===== src/hw/rtl/sensor_gated_valve_timer_defines.svh =====
// assertion macros shared by the valve timer rtl
`ifndef SENSOR_GATED_VALVE_TIMER_DEFINES_SVH
`define SENSOR_GATED_VALVE_TIMER_DEFINES_SVH

// property checked on every clock edge outside reset
`define SGVT_ASSERT(label, prop, msg) \
	label: assert property (@(posedge clk) disable iff (!arst_n) (prop)) else $error(msg);

// consequence checked in the cycle after the trigger
`define SGVT_ASSERT_NEXT(label, trig, cons, msg) \
	label: assert property (@(posedge clk) disable iff (!arst_n) (trig) |=> (cons)) \
		else $error(msg);

`endif


===== src/hw/rtl/sgvt_pkg.sv =====
`default_nettype none

package sgvt_pkg;

	localparam int unsigned SAMPLE_COUNT = 10;
	localparam int unsigned SUM_W        = 14;
	localparam int unsigned CNT_W        = 4;
	localparam int unsigned LEVEL_W      = 10;
	localparam int unsigned PERIOD_W     = 16;
	localparam int unsigned TIME_W       = 32;
	localparam int unsigned CFG_IDX_W    = 3;
	localparam int unsigned CFG_DATA_W   = 32;

	typedef enum logic [1:0] {
		CMD_TICK  = 2'd0,
		CMD_START = 2'd1,
		CMD_STOP  = 2'd2,
		CMD_FORCE = 2'd3
	} cmd_t;

	localparam logic [CFG_IDX_W-1:0] REG_CLOSED_TIME   = 3'd0;
	localparam logic [CFG_IDX_W-1:0] REG_OPEN_TIME     = 3'd1;
	localparam logic [CFG_IDX_W-1:0] REG_TIMER_MODE    = 3'd2;
	localparam logic [CFG_IDX_W-1:0] REG_SAMPLE_PERIOD = 3'd3;
	localparam logic [CFG_IDX_W-1:0] REG_LEVEL_THRESH  = 3'd4;

	localparam logic [TIME_W-1:0]   RST_CLOSED_TIME   = 32'd5000;
	localparam logic [TIME_W-1:0]   RST_OPEN_TIME     = 32'd2000;
	localparam logic [PERIOD_W-1:0] RST_SAMPLE_PERIOD = 16'd500;
	localparam logic [LEVEL_W-1:0]  RST_LEVEL_THRESH  = 10'd500;

	typedef struct packed {
		logic [1:0]         command;
		logic [TIME_W-1:0]  now_ms;
		logic [LEVEL_W-1:0] sensor_value;
		logic               force_open;
	} item_t;

	typedef struct packed {
		logic valve_on;
		logic is_running;
		logic is_overridden;
	} result_t;

	typedef struct packed {
		logic [TIME_W-1:0]   closed_time_ms;
		logic [TIME_W-1:0]   open_time_ms;
		logic                timer_mode;
		logic [PERIOD_W-1:0] sample_period_ms;
		logic [LEVEL_W-1:0]  level_threshold;
	} cfg_t;

endpackage

`default_nettype wire


===== src/hw/rtl/sgvt_cfg_regs.sv =====
`default_nettype none

module sgvt_cfg_regs
	import sgvt_pkg::*;
(
	input  wire logic                  clk,
	input  wire logic                  arst_n,
	input  wire logic                  wr_en,
	input  wire logic [CFG_IDX_W-1:0]  wr_index,
	input  wire logic [CFG_DATA_W-1:0] wr_data,
	output      cfg_t                  cfg
);

	cfg_t cfg_q;

	always_ff @(posedge clk or negedge arst_n) begin
		if (!arst_n) begin
			cfg_q.closed_time_ms   <= RST_CLOSED_TIME;
			cfg_q.open_time_ms     <= RST_OPEN_TIME;
			cfg_q.timer_mode       <= 1'b0;
			cfg_q.sample_period_ms <= RST_SAMPLE_PERIOD;
			cfg_q.level_threshold  <= RST_LEVEL_THRESH;
		end else if (wr_en) begin
			unique case (wr_index)
				REG_CLOSED_TIME:   cfg_q.closed_time_ms   <= wr_data[TIME_W-1:0];
				REG_OPEN_TIME:     cfg_q.open_time_ms     <= wr_data[TIME_W-1:0];
				REG_TIMER_MODE:    cfg_q.timer_mode       <= wr_data[0];
				REG_SAMPLE_PERIOD: cfg_q.sample_period_ms <= wr_data[PERIOD_W-1:0];
				REG_LEVEL_THRESH:  cfg_q.level_threshold  <= wr_data[LEVEL_W-1:0];
				default: ;
			endcase
		end
	end

	assign cfg = cfg_q;

endmodule

`default_nettype wire


===== src/hw/rtl/sgvt_core.sv =====
`default_nettype none

`include "sensor_gated_valve_timer_defines.svh"

module sgvt_core
	import sgvt_pkg::*;
(
	input  wire logic    clk,
	input  wire logic    arst_n,
	input  wire logic    upd,
	input  wire item_t   item,
	input  wire cfg_t    cfg,
	output      result_t result
);

	logic              valve_q, running_q, override_q;
	logic [TIME_W-1:0] change_q, sample_time_q;
	logic [SUM_W-1:0]  sum_q;
	logic [CNT_W-1:0]  cnt_q;

	logic              valve_d, running_d, override_d;
	logic [TIME_W-1:0] change_d, sample_time_d;
	logic [SUM_W-1:0]  sum_d;
	logic [CNT_W-1:0]  cnt_d;

	logic [TIME_W-1:0]  since_chg, since_smp;
	logic [SUM_W-1:0]   sum_inc;
	logic [CNT_W-1:0]   cnt_inc;
	logic [LEVEL_W:0]   thr_p1;
	logic [SUM_W:0]     open_level;
	logic               avg_above;

	assign since_chg = item.now_ms - change_q;
	assign since_smp = item.now_ms - sample_time_q;
	assign sum_inc   = sum_q + {{(SUM_W-LEVEL_W){1'b0}}, item.sensor_value};
	assign cnt_inc   = cnt_q + CNT_W'(1);
	// floor(sum / cnt) > thr  <=>  sum >= cnt * (thr + 1)
	assign thr_p1     = {1'b0, cfg.level_threshold} + (LEVEL_W+1)'(1);
	assign open_level = {{(SUM_W+1-CNT_W){1'b0}}, cnt_inc}
		* {{(SUM_W-LEVEL_W){1'b0}}, thr_p1};
	assign avg_above  = {1'b0, sum_inc} >= open_level;

	always_comb begin
		valve_d       = valve_q;
		running_d     = running_q;
		override_d    = override_q;
		change_d      = change_q;
		sample_time_d = sample_time_q;
		sum_d         = sum_q;
		cnt_d         = cnt_q;
		unique case (cmd_t'(item.command))
			CMD_TICK: begin
				if (running_q && !override_q) begin
					if (!valve_q) begin
						if (since_chg > cfg.closed_time_ms) begin
							if (cfg.timer_mode) begin
								valve_d  = 1'b1;
								change_d = item.now_ms;
							end else if (since_smp >
									{{(TIME_W-PERIOD_W){1'b0}}, cfg.sample_period_ms}) begin
								sample_time_d = item.now_ms;
								sum_d         = sum_inc;
								cnt_d         = cnt_inc;
								if (cnt_inc > CNT_W'(SAMPLE_COUNT)) begin
									if (avg_above) begin
										valve_d  = 1'b1;
										change_d = item.now_ms;
									end else begin
										sum_d = '0;
										cnt_d = '0;
									end
								end
							end
						end
					end else if (since_chg > cfg.open_time_ms) begin
						valve_d  = 1'b0;
						change_d = item.now_ms;
						sum_d    = '0;
						cnt_d    = '0;
					end
				end
			end
			CMD_START: begin
				running_d = 1'b1;
				sum_d     = '0;
				cnt_d     = '0;
			end
			CMD_STOP: running_d = 1'b0;
			CMD_FORCE: begin
				override_d = 1'b1;
				valve_d    = item.force_open;
			end
			default: ;
		endcase
	end

	always_ff @(posedge clk or negedge arst_n) begin
		if (!arst_n) begin
			valve_q       <= 1'b0;
			running_q     <= 1'b0;
			override_q    <= 1'b0;
			change_q      <= '0;
			sample_time_q <= '0;
			sum_q         <= '0;
			cnt_q         <= '0;
		end else if (upd) begin
			valve_q       <= valve_d;
			running_q     <= running_d;
			override_q    <= override_d;
			change_q      <= change_d;
			sample_time_q <= sample_time_d;
			sum_q         <= sum_d;
			cnt_q         <= cnt_d;
		end
	end

	assign result.valve_on      = valve_d;
	assign result.is_running    = running_d;
	assign result.is_overridden = override_d;

	`SGVT_ASSERT_NEXT(a_override_sticky, override_q, override_q, "override flag dropped")
	`SGVT_ASSERT(a_count_bound, cnt_q <= CNT_W'(SAMPLE_COUNT + 1), "sample count overran")
	`SGVT_ASSERT_NEXT(a_hold_without_upd, !upd,
		$stable({valve_q, running_q, override_q, cnt_q}), "state moved without an item")

endmodule

`default_nettype wire


===== src/hw/rtl/sensor_gated_valve_timer.sv =====
// an item is registered in the input register, then its result in the output register
// throughput: one item per cycle while the result is not stalled, the state update fits
//   between the input register and the result register
// a stalled result holds the output register, item_stall rises when the input one fills too
// reset clears valid flags and core state, loads register defaults; cfg_ready is always high
`default_nettype none

`include "sensor_gated_valve_timer_defines.svh"

module sensor_gated_valve_timer
	import sgvt_pkg::*;
(
	input  wire logic                  clk,
	input  wire logic                  arst_n,
	input  wire logic                  item_valid,
	output      logic                  item_stall,
	input  wire item_t                 item,
	output      logic                  result_valid,
	input  wire logic                  result_stall,
	output      result_t               result,
	input  wire logic                  cfg_valid,
	output      logic                  cfg_ready,
	input  wire logic [CFG_IDX_W-1:0]  cfg_index,
	input  wire logic [CFG_DATA_W-1:0] cfg_data
);

	cfg_t    cfg;
	item_t   item_s1;
	logic    valid_s1;
	result_t result_s2;
	logic    valid_s2;
	result_t core_result;
	logic    adv;
	logic    upd;

	assign cfg_ready = 1'b1;

	sgvt_cfg_regs u_cfg (
		.clk      (clk),
		.arst_n   (arst_n),
		.wr_en    (cfg_valid),
		.wr_index (cfg_index),
		.wr_data  (cfg_data),
		.cfg      (cfg)
	);

	// output register free or being drained this cycle
	assign adv        = !valid_s2 || !result_stall;
	assign upd        = valid_s1 && adv;
	assign item_stall = valid_s1 && !adv;

	always_ff @(posedge clk or negedge arst_n) begin
		if (!arst_n) begin
			valid_s1 <= 1'b0;
			valid_s2 <= 1'b0;
		end else begin
			if (item_valid && !item_stall) begin
				valid_s1 <= 1'b1;
			end else if (adv) begin
				valid_s1 <= 1'b0;
			end
			if (adv) begin
				valid_s2 <= valid_s1;
			end
		end
	end

	always_ff @(posedge clk) begin
		if (item_valid && !item_stall) begin
			item_s1 <= item;
		end
		if (upd) begin
			result_s2 <= core_result;
		end
	end

	sgvt_core u_core (
		.clk    (clk),
		.arst_n (arst_n),
		.upd    (upd),
		.item   (item_s1),
		.cfg    (cfg),
		.result (core_result)
	);

	assign result_valid = valid_s2;
	assign result       = result_s2;

	`SGVT_ASSERT(a_stall_needs_item, !item_stall || valid_s1, "stall raised with empty input stage")
	`SGVT_ASSERT_NEXT(a_stalled_item_kept, valid_s1 && !adv, valid_s1,
		"held item lost while output stalled")
	`SGVT_ASSERT_NEXT(a_upd_fills_output, upd, valid_s2, "processed item did not reach output")

endmodule

`default_nettype wire

===== config.mk =====
export PLATFORM = sky130hd
export DESIGN_NAME = sensor_gated_valve_timer
export DESIGN_NICKNAME = d
export VERILOG_FILES = /design/src/hw/rtl/sgvt_pkg.sv /design/src/hw/rtl/sgvt_cfg_regs.sv /design/src/hw/rtl/sgvt_core.sv /design/src/hw/rtl/sensor_gated_valve_timer.sv
export VERILOG_INCLUDE_DIRS = /design/src /design/src/hw/rtl
export SDC_FILE = /design/constraint.sdc
export NUM_CORES = 1
export LEC_CHECK = 0
export ABC_AREA = 1
export BUFFER_PORTS_ARGS = -buffer_cell sky130_fd_sc_hd__clkbuf_2
export CORE_MARGIN = 5
export CORE_UTILIZATION = 30
export DETAILED_ROUTE_END_ITERATION = 8
export HOLD_SLACK_MARGIN = 0.1
export PLACE_DENSITY = 0.45
export SLEW_MARGIN = 15
export SYNTH_ARGS = -nofsm -noshare
export SYNTH_HDL_FRONTEND = slang
export SYNTH_SLANG_ARGS = --single-unit

===== constraint.sdc =====
create_clock -name clk -period 7.6 [get_ports clk]
set_input_delay 0.38 -clock clk [delete_from_list [all_inputs] [get_ports clk]]
set_output_delay 0.38 -clock clk [all_outputs]
set_load 0.005 [all_outputs]

==> run summary <==
The total detailed-routing wirelength is 46.3 mm. The clock-pin slew of the registers on the worst-case setup and hold paths is 0.06 ns. The uppermost layer routed is met4. Clock tree synthesis selected as its root buffer the cell sky130_fd_sc_hd__clkbuf_16. The smallest hold slack came out at 0.142 ns.

The post-detailed-placement half-perimeter wirelength came out at 36.9 mm. The run finished with clean final reports. The core box area came out at 0.0562 mm^2.

The final worst-path setup slack came out at 1.54 ns. The congestion estimate from routability-driven global placement came to 0.865. Counting flops with a built-in enable in the synthesized netlist gives 48. The met1 layer wirelength in the final routing is 20.9 mm. The post-CTS resize count came out at 0.

The worst endpoint data arrival time is 6.51 ns. The global routing usage summed across all routing layers is 0.150. The transition time at the pin with the least slew margin came out at 0.987 ns.

The post-route minimum period came out at 6.06 ns. Of the synthesized area, sequential elements account for 0.349. Sorting the synthesized cells by how often they occur yields sky130_fd_sc_hd__nand2_1, sky130_fd_sc_hd__inv_1, sky130_fd_sc_hd__ha_1, sky130_fd_sc_hd__o21ai_0, sky130_fd_sc_hd__nor2_1.

During synthesis, Yosys emitted a total of 0 warnings. The antenna violation net count after detailed routing is 0. By instance count, the cell type seen most on the critical path is sky130_fd_sc_hd__nand2_1. On the worst path, the slowest cell contributes a delay of 0.62 ns. STA classifies the critical path endpoint as a flop. The number of buffer cells added on primary ports is 89. Synthesis handed over a netlist of 2266 instances. In the post-synthesis netlist, the biggest area contributors are sky130_fd_sc_hd__dfrtp_1, sky130_fd_sc_hd__ha_1, sky130_fd_sc_hd__nand2_1, sky130_fd_sc_hd__inv_1, sky130_fd_sc_hd__edfxtp_1.

The relative area change from synthesis to final layout came out at 17.0%. Among all cell types in the netlist, the one instantiated most often is sky130_fd_sc_hd__nand2_1. The post-CTS setup-driven buffer insertion count is 0. The register bit total from synthesis came out at 226. The critical path is of the reg -> reg type. Clock skew on the completed layout was measured at 0.0173 ns.

The width of the die came out at 248 um. The initial core utilization is 0.302. The number of H-tree levels is 1. The clock latency on the worst-skew pair is 0.58 ns. The number of failing hold endpoints at the final stage is 0. The number of nets in the synthesized netlist is 2563. The final route contains 14200 vias. The first routing iteration left 575 violations.

The first global-routing pass estimated 74.3 mm of wire. The average via count per standard cell is 4.45. The leakage power is 10.0 nW.

The via count of the first global-routing pass came out at 14100. TritonCTS built the clock tree. The final critical-path share of the clock period is 0.797. STA classifies the critical path startpoint as a flop. The vertical die dimension came out at 248 um. The relative max-transition margin came out at 0.340. The setup total negative slack is 0 ns. In the final routed layout, each cell accounts on average for 14.5 um. The count of maximum capacitance violations came out at 0.

The setup slack after placement came out at 1.47 ns. The cell with the biggest individual delay on the critical path is sky130_fd_sc_hd__dfrtp_1. Summed over all layers, the global routing overflow is 0. The total power per unit cell area is 237 mW/mm^2. The die outline area came out at 0.0614 mm^2.

The total clock sinks came out at 226. The final antenna diode count came out at 0. Entering global routing, the biggest net connects 65 pins.

The number of iterations in the first detailed-routing pass came out at 4. The fraction of registers with async set or reset after synthesis came out at 0.788. After floorplanning, the core was divided into 87 placement rows. After detailed routing, the met3 layer carries 1.55 mm of wire. The min-delay analysis places its worst path in the category in -> reg. Pin placement for this block handled 91 I/O pins. The highest attainable clock frequency came out at 165 MHz.

The layout has 6087 filler cells. For the worst setup path, the data required time is 8.06 ns. Counting distinct cell types in the post-synthesis netlist gives 53. Each instance of the synthesized netlist takes up on average 7.49 um^2. The clock tree buffer depth came out at 3.

The biggest area contributor in the post-synthesis netlist is sky130_fd_sc_hd__dfrtp_1. The maximum vdd ir drop is 0.000226 V. The most used flip-flop cell after synthesis is sky130_fd_sc_hd__dfrtp_1. The proportion of layout cells with a drive suffix above 1 came out at 0.0897. The count of pins over their slew limit came out at 0. The number of nets in the final layout is 2716. Clock tree synthesis inserted a total of 29 buffers. Setup violations remaining at the end of the flow were counted as 0. The mapped netlist covers 0.0170 mm^2. Setup slack on the worst reg-to-reg path comes out at 1.54 ns. The number of DRC violations after detailed routing is 0. Setup repair after global routing left no endpoint under its margin. Of all nets on the critical path, the largest fanout is 18.

Of the post-synthesis cell area, the dominant cell type holds 0.229. Wire segments on met2 add up to 22.5 mm in the final route. The quantity of hold-fixing buffers added after cts is 65. The number of antenna violations at the first check in global routing came out at 0.
layer usage:
metal / vias up / global-route usage
met5: - / 0
met4: 0 / 0.0390
met3: 59 / 0.0191
met2: 192 / 0.267
met1: 6507 / 0.193
li1: 7462 / -
through the flow:
stage          cells  total power [mW]   util  instance area [um^2]
3_3_place_gp    3079              3.25  0.324                 18200
6_report        3198              4.70  0.353                 19900
4_1_cts         3198              4.79  0.353                 19800
2_1_floorplan   2266              2.78      -                 17000
5_1_grt         3198              5.10  0.353                 19900
3_5_place_dp    3079              3.28  0.324                 18200
worst max-delay path: cells and delay by family (launching register included):
family,cells,cell delay (ns)
fa+ha+maj,4,1.69
simple gates,13,1.55
compound gates,8,1.32
flops,1,0.62
buf+inv,4,0.46
xor+xnor,2,0.32
cells in the final DEF, fill, tap and decap left out, types with 3 or more instances in the layout:
cell type                       instances
sky130_fd_sc_hd__nand4_1               19
sky130_fd_sc_hd__nand2_2               11
sky130_fd_sc_hd__dfstp_2               23
sky130_fd_sc_hd__a21o_1                 7
sky130_fd_sc_hd__dlygate4sd3_1         65
sky130_fd_sc_hd__or2_2                  7
sky130_fd_sc_hd__clkbuf_1               4
sky130_fd_sc_hd__o221ai_1               3
sky130_fd_sc_hd__nand2_1              599
sky130_fd_sc_hd__buf_4                  6
sky130_fd_sc_hd__nand3_2                3
sky130_fd_sc_hd__o211ai_1               3
sky130_fd_sc_hd__o21ai_2               12
sky130_fd_sc_hd__a21boi_0               4
sky130_fd_sc_hd__clkinv_2               4
sky130_fd_sc_hd__inv_2                  3
sky130_fd_sc_hd__o21ai_0              166
sky130_fd_sc_hd__ha_1                 191
sky130_fd_sc_hd__nor2_1               156
sky130_fd_sc_hd__o21a_1                 6
sky130_fd_sc_hd__edfxtp_1              48
sky130_fd_sc_hd__dfrtp_1              155
sky130_fd_sc_hd__clkbuf_16             30
sky130_fd_sc_hd__clkbuf_8               8
sky130_fd_sc_hd__a211oi_1               4
sky130_fd_sc_hd__nand3b_1               6
sky130_fd_sc_hd__nor3_1                15
sky130_fd_sc_hd__nand3_1               65
sky130_fd_sc_hd__inv_4                  3
sky130_fd_sc_hd__clkbuf_2              88
sky130_fd_sc_hd__o21bai_1               5
sky130_fd_sc_hd__xnor2_1               25
sky130_fd_sc_hd__o21ai_1               24
sky130_fd_sc_hd__a21oi_1              127
sky130_fd_sc_hd__inv_1                442
sky130_fd_sc_hd__fa_1                  21
sky130_fd_sc_hd__xor2_1                48
sky130_fd_sc_hd__nor2_2                 7
worst paths after layout:
check	cells past startpoint	startpoint	to
max in group asynchronous	3	arst_n	u_cfg.cfg[47]
min in group asynchronous	2	arst_n	u_core.sum_q[7]
worst min register to register	2	valid_s1	result_valid
worst min-delay path	3	cfg_data[12]	u_cfg.cfg[71]
worst max register to register	31	u_core.cnt_q[0]	u_core.sum_q[10]
worst max-delay path	31	u_core.cnt_q[0]	u_core.sum_q[10]
logic make-up after synthesis:
logic type / after synthesis / synth area share
and+or+nand+nor: 902 / 0.219
buffers and inverters: 484 / 0.111
AOI/OAI and AO/OA: 368 / 0.117
DFF: 226 / 0.349
adders and majority gates: 212 / 0.166
xor gates and xnor gates: 73 / 0.0377
other: 1 / 0.000221
power breakdown:
part | total (mW) | internal (mW) | switching, mW
Sequential | 1.52 | 1.41 | 0.113
Clock | 1.43 | 0.857 | 0.575
Combinational | 1.74 | 0.676 | 1.06
registers in the layout, summed over array words and instances (netlist names):
signal and cells:
item_s1 45, result 3, result_valid 1, u_cfg.cfg 91, u_core.change_q 32, u_core.cnt_q 4, u_core.override_q 1, u_core.running_q 1
u_core.sample_time_q 32, u_core.sum_q 14, u_core.valve_q 1, valid_s1 1
area by class of cell:
class | instances | area [um^2] | area share
clock buffers | 41 | 862 | 0.0434
clock inverters | 13 | 131 | 0.00662
inverters | 446 | 1670 | 0.0843
multi-input cells | 1556 | 9170 | 0.462
flip-flops and latches | 226 | 5920 | 0.298
well taps | 756 | 946 | 0.0476
repair buffers | 160 | 1150 | 0.0579
(Power assumes the default switching activity.)
